$ cat src/rtl/servo_response_deframer_macros.svh
// Assertion macros shared by the servo response deframer RTL.
// Included by the modules that carry concurrent checks; no other dependency.
`ifndef SERVO_RESPONSE_DEFRAMER_MACROS_SVH
`define SERVO_RESPONSE_DEFRAMER_MACROS_SVH
`ifndef SYNTHESIS
`define SRD_ASSERT_IMPLY(label, clk, rst_n, ante, cons) \
	label: assert property (@(posedge clk) disable iff (!rst_n) (ante) |-> (cons)) \
		else $error("implication check failed");
`define SRD_ASSERT_NEXT(label, clk, rst_n, ante, cons) \
	label: assert property (@(posedge clk) disable iff (!rst_n) (ante) |=> (cons)) \
		else $error("next-cycle check failed");
`else
`define SRD_ASSERT_IMPLY(label, clk, rst_n, ante, cons)
`define SRD_ASSERT_NEXT(label, clk, rst_n, ante, cons)
`endif
`endif

$ cat src/rtl/srd_pkg.sv
// Types, codes and constants of the servo response deframer.
// No dependencies; used by the interfaces, the core and the top level.
`default_nettype none

package srd_pkg;

	localparam int unsigned TIMER_BITS_DEF = 16;
	localparam int unsigned TIMEOUT_W = 16;
	localparam logic [TIMEOUT_W-1:0] TIMEOUT_RESET = 16'd100;
	localparam logic [7:0] HEADER_BYTE = 8'hFF;
	localparam logic [7:0] MIN_LENGTH = 8'd2;

	localparam logic [1:0] ACT_START = 2'd0;
	localparam logic [1:0] ACT_BYTE = 2'd1;
	localparam logic [1:0] ACT_TICK = 2'd2;

	localparam logic KIND_PARAM = 1'b0;
	localparam logic KIND_DONE = 1'b1;

	localparam logic [2:0] ST_OK = 3'd0;
	localparam logic [2:0] ST_NO_HEADER = 3'd1;
	localparam logic [2:0] ST_HEADER_BAD = 3'd2;
	localparam logic [2:0] ST_NO_ID = 3'd3;
	localparam logic [2:0] ST_NO_LENGTH = 3'd4;
	localparam logic [2:0] ST_INCOMPLETE = 3'd5;
	localparam logic [2:0] ST_LENGTH_BAD = 3'd6;
	localparam logic [2:0] ST_CHECKSUM_BAD = 3'd7;

	typedef enum logic [2:0] {
		PH_IDLE = 3'd0,
		PH_HDR1 = 3'd1,
		PH_HDR2 = 3'd2,
		PH_ID   = 3'd3,
		PH_LEN  = 3'd4,
		PH_BODY = 3'd5
	} phase_t;

	typedef struct packed {
		logic       has_result;
		logic       kind;
		logic [7:0] param_byte;
		logic [2:0] status;
		logic [7:0] unit_id;
		logic [7:0] servo_error;
		logic [7:0] param_count;
	} result_t;

endpackage

`default_nettype wire

$ cat src/rtl/srd_if.sv
// Handshake channels of the servo response deframer: input items, results
// and the configuration write port. Depends on srd_pkg for the configuration data width.
`default_nettype none

interface srd_req_if;
	logic       valid;
	logic       ready;
	logic [1:0] action;
	logic [7:0] rx_byte;
	modport source (output valid, output action, output rx_byte, input ready);
	modport sink (input valid, input action, input rx_byte, output ready);
endinterface

interface srd_rsp_if;
	logic       valid;
	logic       ready;
	logic       kind;
	logic [7:0] param_byte;
	logic [2:0] status;
	logic [7:0] unit_id;
	logic [7:0] servo_error;
	logic [7:0] param_count;
	modport source (output valid, output kind, output param_byte, output status,
		output unit_id, output servo_error, output param_count, input ready);
	modport sink (input valid, input kind, input param_byte, input status,
		input unit_id, input servo_error, input param_count, output ready);
endinterface

interface srd_cfg_if;
	logic                           valid;
	logic                           ready;
	logic [srd_pkg::TIMEOUT_W-1:0] data;
	modport source (output valid, output data, input ready);
	modport sink (input valid, input data, output ready);
endinterface

`default_nettype wire

$ cat src/rtl/srd_core.sv
// Packet state machine of the servo response deframer: holds the packet
// state and works out the result of one item. Depends on srd_pkg.
`default_nettype none
`include "servo_response_deframer_macros.svh"

module srd_core #(
	parameter int unsigned TIMER_BITS = srd_pkg::TIMER_BITS_DEF
) (
	input  wire                            clk,
	input  wire                            arst_n,
	input  wire                            step,
	input  wire  [1:0]                     action,
	input  wire  [7:0]                     rx_byte,
	input  wire  [srd_pkg::TIMEOUT_W-1:0]  timeout,
	output srd_pkg::result_t               res
);

	localparam int unsigned CMP_W =
		(TIMER_BITS > srd_pkg::TIMEOUT_W) ? TIMER_BITS : srd_pkg::TIMEOUT_W;

	srd_pkg::phase_t phase_q, phase_n;
	logic                  first_ok_q, first_ok_n;
	logic [7:0]            id_q, id_n;
	logic [7:0]            len_q, len_n;
	logic [7:0]            taken_q, taken_n;
	logic [7:0]            sum_q, sum_n;
	logic [7:0]            err_q, err_n;
	logic [7:0]            params_q, params_n;
	logic [TIMER_BITS-1:0] tick_q, tick_n;
	logic [TIMER_BITS-1:0] tick_sat;
	logic [8:0]            taken_inc;
	logic [2:0]            timeout_status;

	function automatic srd_pkg::result_t done(input logic [2:0] status,
		input logic [7:0] id, input logic [7:0] err, input logic [7:0] count);
		srd_pkg::result_t r;
		r = '0;
		r.has_result = 1'b1;
		r.kind = srd_pkg::KIND_DONE;
		r.status = status;
		r.unit_id = id;
		r.servo_error = err;
		r.param_count = count;
		return r;
	endfunction

	assign tick_sat = (tick_q == {TIMER_BITS{1'b1}}) ? tick_q : tick_q + 1'b1;
	assign taken_inc = {1'b0, taken_q} + 9'd1;

	always_comb begin
		unique case (phase_q)
			srd_pkg::PH_ID:   timeout_status = srd_pkg::ST_NO_ID;
			srd_pkg::PH_LEN:  timeout_status = srd_pkg::ST_NO_LENGTH;
			srd_pkg::PH_BODY: timeout_status = srd_pkg::ST_INCOMPLETE;
			default:          timeout_status = srd_pkg::ST_NO_HEADER;
		endcase
	end

	always_comb begin
		phase_n = phase_q;
		first_ok_n = first_ok_q;
		id_n = id_q;
		len_n = len_q;
		taken_n = taken_q;
		sum_n = sum_q;
		err_n = err_q;
		params_n = params_q;
		tick_n = tick_q;
		res = '0;
		if (step) begin
			unique case (action)
				srd_pkg::ACT_START: begin
					phase_n = srd_pkg::PH_HDR1;
					first_ok_n = 1'b0;
					id_n = '0;
					len_n = '0;
					taken_n = '0;
					sum_n = '0;
					err_n = '0;
					params_n = '0;
					tick_n = '0;
				end
				srd_pkg::ACT_BYTE: begin
					unique case (phase_q)
						srd_pkg::PH_IDLE: begin
						end
						srd_pkg::PH_HDR1: begin
							first_ok_n = (rx_byte == srd_pkg::HEADER_BYTE);
							phase_n = srd_pkg::PH_HDR2;
						end
						srd_pkg::PH_HDR2: begin
							if (!first_ok_q || rx_byte != srd_pkg::HEADER_BYTE) begin
								res = done(srd_pkg::ST_HEADER_BAD, id_q, err_q, params_q);
								phase_n = srd_pkg::PH_IDLE;
							end else begin
								phase_n = srd_pkg::PH_ID;
								tick_n = '0;
							end
						end
						srd_pkg::PH_ID: begin
							id_n = rx_byte;
							sum_n = rx_byte;
							phase_n = srd_pkg::PH_LEN;
							tick_n = '0;
						end
						srd_pkg::PH_LEN: begin
							len_n = rx_byte;
							sum_n = sum_q + rx_byte;
							if (rx_byte < srd_pkg::MIN_LENGTH) begin
								res = done(srd_pkg::ST_LENGTH_BAD, id_q, err_q, params_q);
								phase_n = srd_pkg::PH_IDLE;
							end else begin
								phase_n = srd_pkg::PH_BODY;
								taken_n = '0;
								tick_n = '0;
							end
						end
						srd_pkg::PH_BODY: begin
							if (taken_inc >= {1'b0, len_q}) begin
								res = done((~sum_q == rx_byte) ? srd_pkg::ST_OK
									: srd_pkg::ST_CHECKSUM_BAD, id_q, err_q, params_q);
								phase_n = srd_pkg::PH_IDLE;
							end else begin
								sum_n = sum_q + rx_byte;
								taken_n = taken_inc[7:0];
								if (taken_q == '0) begin
									err_n = rx_byte;
								end else begin
									params_n = params_q + 8'd1;
									res.has_result = 1'b1;
									res.kind = srd_pkg::KIND_PARAM;
									res.param_byte = rx_byte;
								end
							end
						end
						default: begin
							phase_n = srd_pkg::PH_IDLE;
						end
					endcase
				end
				srd_pkg::ACT_TICK: begin
					if (phase_q != srd_pkg::PH_IDLE) begin
						tick_n = tick_sat;
						if (CMP_W'(tick_sat) >= CMP_W'(timeout)) begin
							res = done(timeout_status, id_q, err_q, params_q);
							phase_n = srd_pkg::PH_IDLE;
						end
					end
				end
				default: begin
				end
			endcase
		end
	end

	always_ff @(posedge clk or negedge arst_n) begin
		if (!arst_n) begin
			phase_q <= srd_pkg::PH_IDLE;
			first_ok_q <= 1'b0;
			id_q <= '0;
			len_q <= '0;
			taken_q <= '0;
			sum_q <= '0;
			err_q <= '0;
			params_q <= '0;
			tick_q <= '0;
		end else begin
			phase_q <= phase_n;
			first_ok_q <= first_ok_n;
			id_q <= id_n;
			len_q <= len_n;
			taken_q <= taken_n;
			sum_q <= sum_n;
			err_q <= err_n;
			params_q <= params_n;
			tick_q <= tick_n;
		end
	end

	`SRD_ASSERT_IMPLY(a_idle_silent, clk, arst_n,
		step && phase_q == srd_pkg::PH_IDLE && action != srd_pkg::ACT_START,
		!res.has_result)
	`SRD_ASSERT_IMPLY(a_param_in_body, clk, arst_n,
		res.has_result && res.kind == srd_pkg::KIND_PARAM,
		phase_q == srd_pkg::PH_BODY && taken_q != '0)
	`SRD_ASSERT_NEXT(a_done_to_idle, clk, arst_n,
		res.has_result && res.kind == srd_pkg::KIND_DONE,
		phase_q == srd_pkg::PH_IDLE)

endmodule

`default_nettype wire

$ cat src/rtl/servo_response_deframer.sv
// Servo response deframer: takes one input item per clock cycle while the output
// register is free or being emptied, a start, a received byte or a time tick, and
// gives each parameter byte of a servo status packet as it arrives followed by one
// result with status, id, error byte and parameter count. Each item waits in the
// input register until the output register is free or being emptied; its result,
// if any, is then registered in the output register. The packet state is updated
// in that single pass. The timeout resets to 100 and the user must write it
// through the configuration channel only while no packet is busy; the block itself
// does not enforce this. Depends on srd_pkg, the channel interfaces and srd_core.
`default_nettype none
`include "servo_response_deframer_macros.svh"

module servo_response_deframer #(
	parameter int unsigned TIMER_BITS = srd_pkg::TIMER_BITS_DEF
) (
	input wire        clk,
	input wire        arst_n,
	srd_req_if.sink   req,
	srd_rsp_if.source rsp,
	srd_cfg_if.sink   cfg
);

	logic                          valid_s1;
	logic [1:0]                    action_s1;
	logic [7:0]                    byte_s1;
	logic                          valid_s2;
	srd_pkg::result_t              res_s2;
	logic [srd_pkg::TIMEOUT_W-1:0] timeout_q;
	logic                          advance;
	srd_pkg::result_t              res;

	assign advance = valid_s1 && (!valid_s2 || rsp.ready);
	assign req.ready = !valid_s1 || advance;
	assign cfg.ready = 1'b1;

	always_ff @(posedge clk or negedge arst_n) begin
		if (!arst_n) begin
			timeout_q <= srd_pkg::TIMEOUT_RESET;
		end else if (cfg.valid) begin
			timeout_q <= cfg.data;
		end
	end

	always_ff @(posedge clk or negedge arst_n) begin
		if (!arst_n) begin
			valid_s1 <= 1'b0;
		end else if (req.ready) begin
			valid_s1 <= req.valid;
		end
	end

	always_ff @(posedge clk) begin
		if (req.ready && req.valid) begin
			action_s1 <= req.action;
			byte_s1 <= req.rx_byte;
		end
	end

	srd_core #(
		.TIMER_BITS(TIMER_BITS)
	) u_core (
		.clk(clk),
		.arst_n(arst_n),
		.step(advance),
		.action(action_s1),
		.rx_byte(byte_s1),
		.timeout(timeout_q),
		.res(res)
	);

	always_ff @(posedge clk or negedge arst_n) begin
		if (!arst_n) begin
			valid_s2 <= 1'b0;
		end else if (advance) begin
			valid_s2 <= res.has_result;
		end else if (rsp.ready) begin
			valid_s2 <= 1'b0;
		end
	end

	always_ff @(posedge clk) begin
		if (advance && res.has_result) begin
			res_s2 <= res;
		end
	end

	assign rsp.valid = valid_s2;
	assign rsp.kind = res_s2.kind;
	assign rsp.param_byte = res_s2.param_byte;
	assign rsp.status = res_s2.status;
	assign rsp.unit_id = res_s2.unit_id;
	assign rsp.servo_error = res_s2.servo_error;
	assign rsp.param_count = res_s2.param_count;

	`SRD_ASSERT_NEXT(a_item_captured, clk, arst_n, req.valid && req.ready, valid_s1)
	`SRD_ASSERT_NEXT(a_result_loaded, clk, arst_n, advance && res.has_result, valid_s2)
	`SRD_ASSERT_IMPLY(a_no_overwrite, clk, arst_n, valid_s2 && !rsp.ready, !advance)

endmodule

`default_nettype wire

$ cat src/flat_wrapper.sv
// flat-port wrapper written by rule: the top's interface ports become plain ports
module servo_response_deframer_flat 
#(
	parameter int unsigned TIMER_BITS = srd_pkg::TIMER_BITS_DEF
)
  (clk, arst_n, req_valid, req_action, req_rx_byte, req_ready, rsp_valid, rsp_kind, rsp_param_byte, rsp_status, rsp_unit_id, rsp_servo_error, rsp_param_count, rsp_ready, cfg_valid, cfg_data, cfg_ready);
  srd_req_if req_i ();
  srd_rsp_if rsp_i ();
  srd_cfg_if cfg_i ();
  input wire clk;
  input wire arst_n;
  input wire logic [$bits(req_i.valid)-1:0] req_valid;
  input wire logic [$bits(req_i.action)-1:0] req_action;
  input wire logic [$bits(req_i.rx_byte)-1:0] req_rx_byte;
  output wire logic [$bits(req_i.ready)-1:0] req_ready;
  output wire logic [$bits(rsp_i.valid)-1:0] rsp_valid;
  output wire logic [$bits(rsp_i.kind)-1:0] rsp_kind;
  output wire logic [$bits(rsp_i.param_byte)-1:0] rsp_param_byte;
  output wire logic [$bits(rsp_i.status)-1:0] rsp_status;
  output wire logic [$bits(rsp_i.unit_id)-1:0] rsp_unit_id;
  output wire logic [$bits(rsp_i.servo_error)-1:0] rsp_servo_error;
  output wire logic [$bits(rsp_i.param_count)-1:0] rsp_param_count;
  input wire logic [$bits(rsp_i.ready)-1:0] rsp_ready;
  input wire logic [$bits(cfg_i.valid)-1:0] cfg_valid;
  input wire logic [$bits(cfg_i.data)-1:0] cfg_data;
  output wire logic [$bits(cfg_i.ready)-1:0] cfg_ready;
  assign req_i.valid = req_valid;
  assign req_i.action = req_action;
  assign req_i.rx_byte = req_rx_byte;
  assign req_ready = req_i.ready;
  assign rsp_valid = rsp_i.valid;
  assign rsp_kind = rsp_i.kind;
  assign rsp_param_byte = rsp_i.param_byte;
  assign rsp_status = rsp_i.status;
  assign rsp_unit_id = rsp_i.unit_id;
  assign rsp_servo_error = rsp_i.servo_error;
  assign rsp_param_count = rsp_i.param_count;
  assign rsp_i.ready = rsp_ready;
  assign cfg_i.valid = cfg_valid;
  assign cfg_i.data = cfg_data;
  assign cfg_ready = cfg_i.ready;
  servo_response_deframer #(.TIMER_BITS(TIMER_BITS)) u_core (.clk(clk), .arst_n(arst_n), .req(req_i), .rsp(rsp_i), .cfg(cfg_i));
endmodule
$ cat config.mk
export PLATFORM = sky130hd
export DESIGN_NAME = servo_response_deframer_flat
export DESIGN_NICKNAME = d
export VERILOG_FILES = /design/src/rtl/srd_pkg.sv /design/src/rtl/srd_if.sv /design/src/rtl/srd_core.sv /design/src/rtl/servo_response_deframer.sv /design/src/flat_wrapper.sv
export VERILOG_INCLUDE_DIRS = /design/src /design/src/rtl
export SDC_FILE = /design/constraint.sdc
export NUM_CORES = 1
export LEC_CHECK = 0
export ABC_AREA = 1
export ABC_CLOCK_PERIOD_IN_PS = 3500
export BUFFER_PORTS_ARGS = -buffer_cell sky130_fd_sc_hd__buf_4
export CORE_ASPECT_RATIO = 1.2
export CORE_MARGIN = 10
export CORE_UTILIZATION = 54
export DETAILED_ROUTE_END_ITERATION = 10
export HOLD_SLACK_MARGIN = 0.1
export PLACE_DENSITY = 0.77
export SLEW_MARGIN = 20
export SYNTH_ARGS = -nofsm -noshare
export SYNTH_HDL_FRONTEND = slang
export SYNTH_SLANG_ARGS = --single-unit
$ cat constraint.sdc
create_clock -name clk -period 3.5 [get_ports clk]
set_input_delay 0.175 -clock clk [delete_from_list [all_inputs] [get_ports clk]]
set_output_delay 0.175 -clock clk [all_outputs]
set_load 0.02 [all_outputs]
==> flow_summary.ini <==
[status]
outcome = completed

[worst_setup_path]
critical_path.reg2reg.endpoint = u_core.rsp.param_byte[0]$_SDFFCE_PN0P_
critical_path.endpoint = u_core.rsp.param_byte[0]$_SDFFCE_PN0P_
worstReg2RegStart = u_core.u_core.tick_q[0]$_DFFE_PN0P_
worst_setup_path_startpoint = u_core.u_core.tick_q[0]$_DFFE_PN0P_
worst-endpoint-arrival_ns = 3.60
reg2reg_path_depth = 20
crit_fanout = 7
required_ns = 3.69
regToRegSetupSlack_ns = 0.09
end_kind = flop
worst-setup-path-type = reg2reg
start_kind = flop

[routing]
route.final.wire_length_um = 17750
vias = 6091
drtPass1Iterations = 7
wl_per_cell_um = 15.53
drt_first_iter_violations = 668
via_per_inst = 5.329
post-route-drc-count = 0
detail-route-antenna-nets = 0

[timing]
hold_ws_ns = 0.1240
tightest_slew_ns = 0.8528
max_clock_freq_ghz = 0.2934
fin_crit_sh_pct = 97.38
postLayoutSetupSlackWorst_ns = 0.09182
report.final.hold_viol_count = 0
grt_setup_unrepaired = yes
final_setup_vio_count = 0
final_period_minus_worst_setup_slack_ns = 3.408
max_slew_margin_pct = 43.15
final_max_slew_viol_count = 0
setup-tns-final_ns = 0
fin_skew_ns = 0.01252

[logic_synthesis]
number_of_distinct_library_cells_after_synthesis = 47
synthFlopType = dfrtp_1
synth_enable_flop_cells = 46
synth_seq_cells = 132
post_synth_inst_count = 840
syn-cell-area_um2 = 7253
synth-warning-count = 0
yosysSeqAreaShare_pct = 48.77
syn-num-nets = 911
synth-async-reset-ratio_pct = 65.15
syn-mean-instance-area_um2 = 8.635

[worst_hold_path]
min-delay-path-class = in2reg

[placement]
detailedPlacementHpwl_um = 11190
placement.io_buffers = 68
preCtsSetupSlack_ns = -0.04169
globalplace.congestion = 0.8807

[global_route]
gr-usage-all-layers_pct = 18.30
grt_antenna_before_repair = 0
via_count_of_the_first_global_routing_pass = 5973
globalRoute.totalOverflow = 0
grt_first_pass_wirelength_um = 28150
grt_start_max_net_pins = 67

[floorplanning]
chipWidth_um = 125.8
die_h_um = 147.0
fp-row-count = 46
i_o_pin_total = 70
floorplan.initialDensity_pct = 55.03
die_area_um2 = 18490
core_box_area_um2 = 13180

[clock_tree]
number_of_h_tree_levels = 4
cts.clk_slew.worst_paths_ns = 0.06
clockRootBuffer = clkbuf_16
tritoncts_buffer_count = 17
cts_tree = yes
cts_sinks = 132
cts_buffer_depth = 2
clk_latency_ns = 0.43

[finish]
n_antenna_cell = 0
drive_above_1_share_pct = 18.36
syn_to_layout_area_delta_pct = 26.17
fillCellCount = 950
finalNetCount = 1033

[job]
max-cap-violations = 0

[pwr]
power.total_w = 0.004037
peakVddDrop_uv = 356.7
static_leakage_nw = 4.233
cellPowerDensity_nw_per_um2 = 441.2
-- registers in the layout, summed over array words and instances, names as in the netlist, 3 cells and up --
name,cells
u_core.byte_s1,8
u_core.rsp.param_byte,8
u_core.rsp.param_count,8
u_core.rsp.servo_error,8
u_core.rsp.status,3
u_core.rsp.unit_id,8
u_core.timeout_q,16
u_core.u_core.err_q,8
u_core.u_core.id_q,8
u_core.u_core.len_q,8
u_core.u_core.params_q,8
u_core.u_core.phase_q,3
u_core.u_core.sum_q,8
u_core.u_core.taken_q,8
u_core.u_core.tick_q,16
-- how the worst min path moves through the flow --
stage                    from                                to  slack (ns)  cells after the start
finish              cfg_valid   u_core.timeout_q[5]$_DFFE_PN1P_        0.12                      2
floorplan              arst_n      u_core.rsp.valid$_DFFE_PN0P_       -0.12                      0
global placement       arst_n   u_core.timeout_q[0]$_DFFE_PN0P_        0.32                      1
detailed placement     arst_n   u_core.timeout_q[1]$_DFFE_PN0P_        0.33                      1
global route        cfg_valid  u_core.timeout_q[10]$_DFFE_PN0P_        0.15                      3
CTS                 cfg_valid   u_core.timeout_q[6]$_DFFE_PN1P_        0.11                      2
-- placed cells by master, fill, tap and decap left out, types with 6 or more instances in the layout --
master         count
dfrtp_1           83
ha_1              37
edfxtp_1          46
clkbuf_16         19
xor2_1            16
nor2_1            68
inv_1            123
nor3_1            15
a21oi_1           16
nand2_1          180
xnor2_1            6
nand4_1           13
dlygate4sd3_1     33
nand3_1           48
nand3b_1          10
buf_4             82
o21ai_2            8
o21ai_0           78
-- power by group --
group	total (W)	internal [W]	switching (W)
Combinational	0.000530	0.000203	0.000327
Sequential	0.00173	0.00168	0.0000559
Clock	0.00177	0.00106	0.000718
-- metrics by stage --
step	area (um2)	std cells	utilization, %
after floorplan	7257	840	-
after global placement	7906	1062	59.99
after detailed placement	7906	1062	59.99
after CTS	8906	1130	67.57
after global routing	9151	1143	69.43
final	9151	1143	69.43
-- logic make-up after synthesis --
family / synth area share [%]
buffers and inverters: 8.349
DFF: 48.77
adders and majority gates: 7.004
muxes: 0.1552
AOI/OAI and AO/OA: 9.729
and+or+nand+nor: 23.17
other: 0.05170
xor gates and xnor gates: 2.777
-- per-layer routing --
metal | vias up | track usage (%) | routed length, um
met1 | 2845 | 21.54 | 7239
li1 | 2989 | - | -
met5 | - | 0 | 0
met2 | 220 | 31.17 | 8955
met4 | 0 | 7.925 | 456
met3 | 37 | 4.320 | 1095
-- synth_stat cells (all sizes together) (4+ instances only) --
| cell type | instances | share of area (%) |
|---|---|---|
| ha | 39 | 6.7 |
| nand3b | 10 | 1.0 |
| xnor2 | 7 | 0.85 |
| nand3 | 56 | 4.3 |
| dfrtp | 83 | 29 |
| clkbuf | 8 | 0.55 |
| nor2 | 78 | 4.5 |
| nand2 | 189 | 10 |
| inv | 129 | 6.7 |
| nor4 | 4 | 0.34 |
| o22ai | 4 | 0.53 |
| a21oi | 18 | 1.4 |
| o21ai | 89 | 6.6 |
| nand4 | 13 | 1.1 |
| edfxtp | 46 | 19 |
| xor2 | 16 | 1.9 |
| buf | 11 | 1.1 |
| nor3 | 20 | 1.4 |
-- what timing repair did --
item	CTS	global route
buffers inserted	2	10
hold buffers	33	0
endpoints found under the hold margin	90	0
endpoints found under the setup margin	36	61
gates cloned	1	3
pin swaps	1	13
gates resized for setup	9	23
-- worst max-delay path, stage by stage, from the launching register on --
cell	delay, ns
dfrtp_1	0.38
ha_2	0.21
nand3_2	0.12
nor2_4	0.17
nand2_4	0.08
nor2_4	0.14
nand3_4	0.15
inv_4	0.10
nor2_2	0.04
xor2_1	0.19
ha_1	0.29
a21oi_1	0.14
o21ai_0	0.10
a21oi_1	0.23
nand3_2	0.13
nand3_2	0.10
nand3_2	0.08
nand2_2	0.09
clkinvlp_4	0.12
buf_6	0.16
clkbuf_16	0.15
-- layout make-up --
| class | count | area [um2] | share of cell area (%) |
|---|---|---|---|
| Sequential cell | 132 | 3537 | 38.65 |
| Multi-Input combinational cell | 560 | 3246 | 35.47 |
| Tap cell | 168 | 210.2 | 2.297 |
| Timing Repair Buffer | 122 | 1086 | 11.87 |
| Clock inverter | 14 | 152.6 | 1.668 |
| Clock buffer | 18 | 429.2 | 4.690 |
| Inverter | 129 | 490.5 | 5.360 |
No activity file was read; power rests on OpenSTA's default activity.
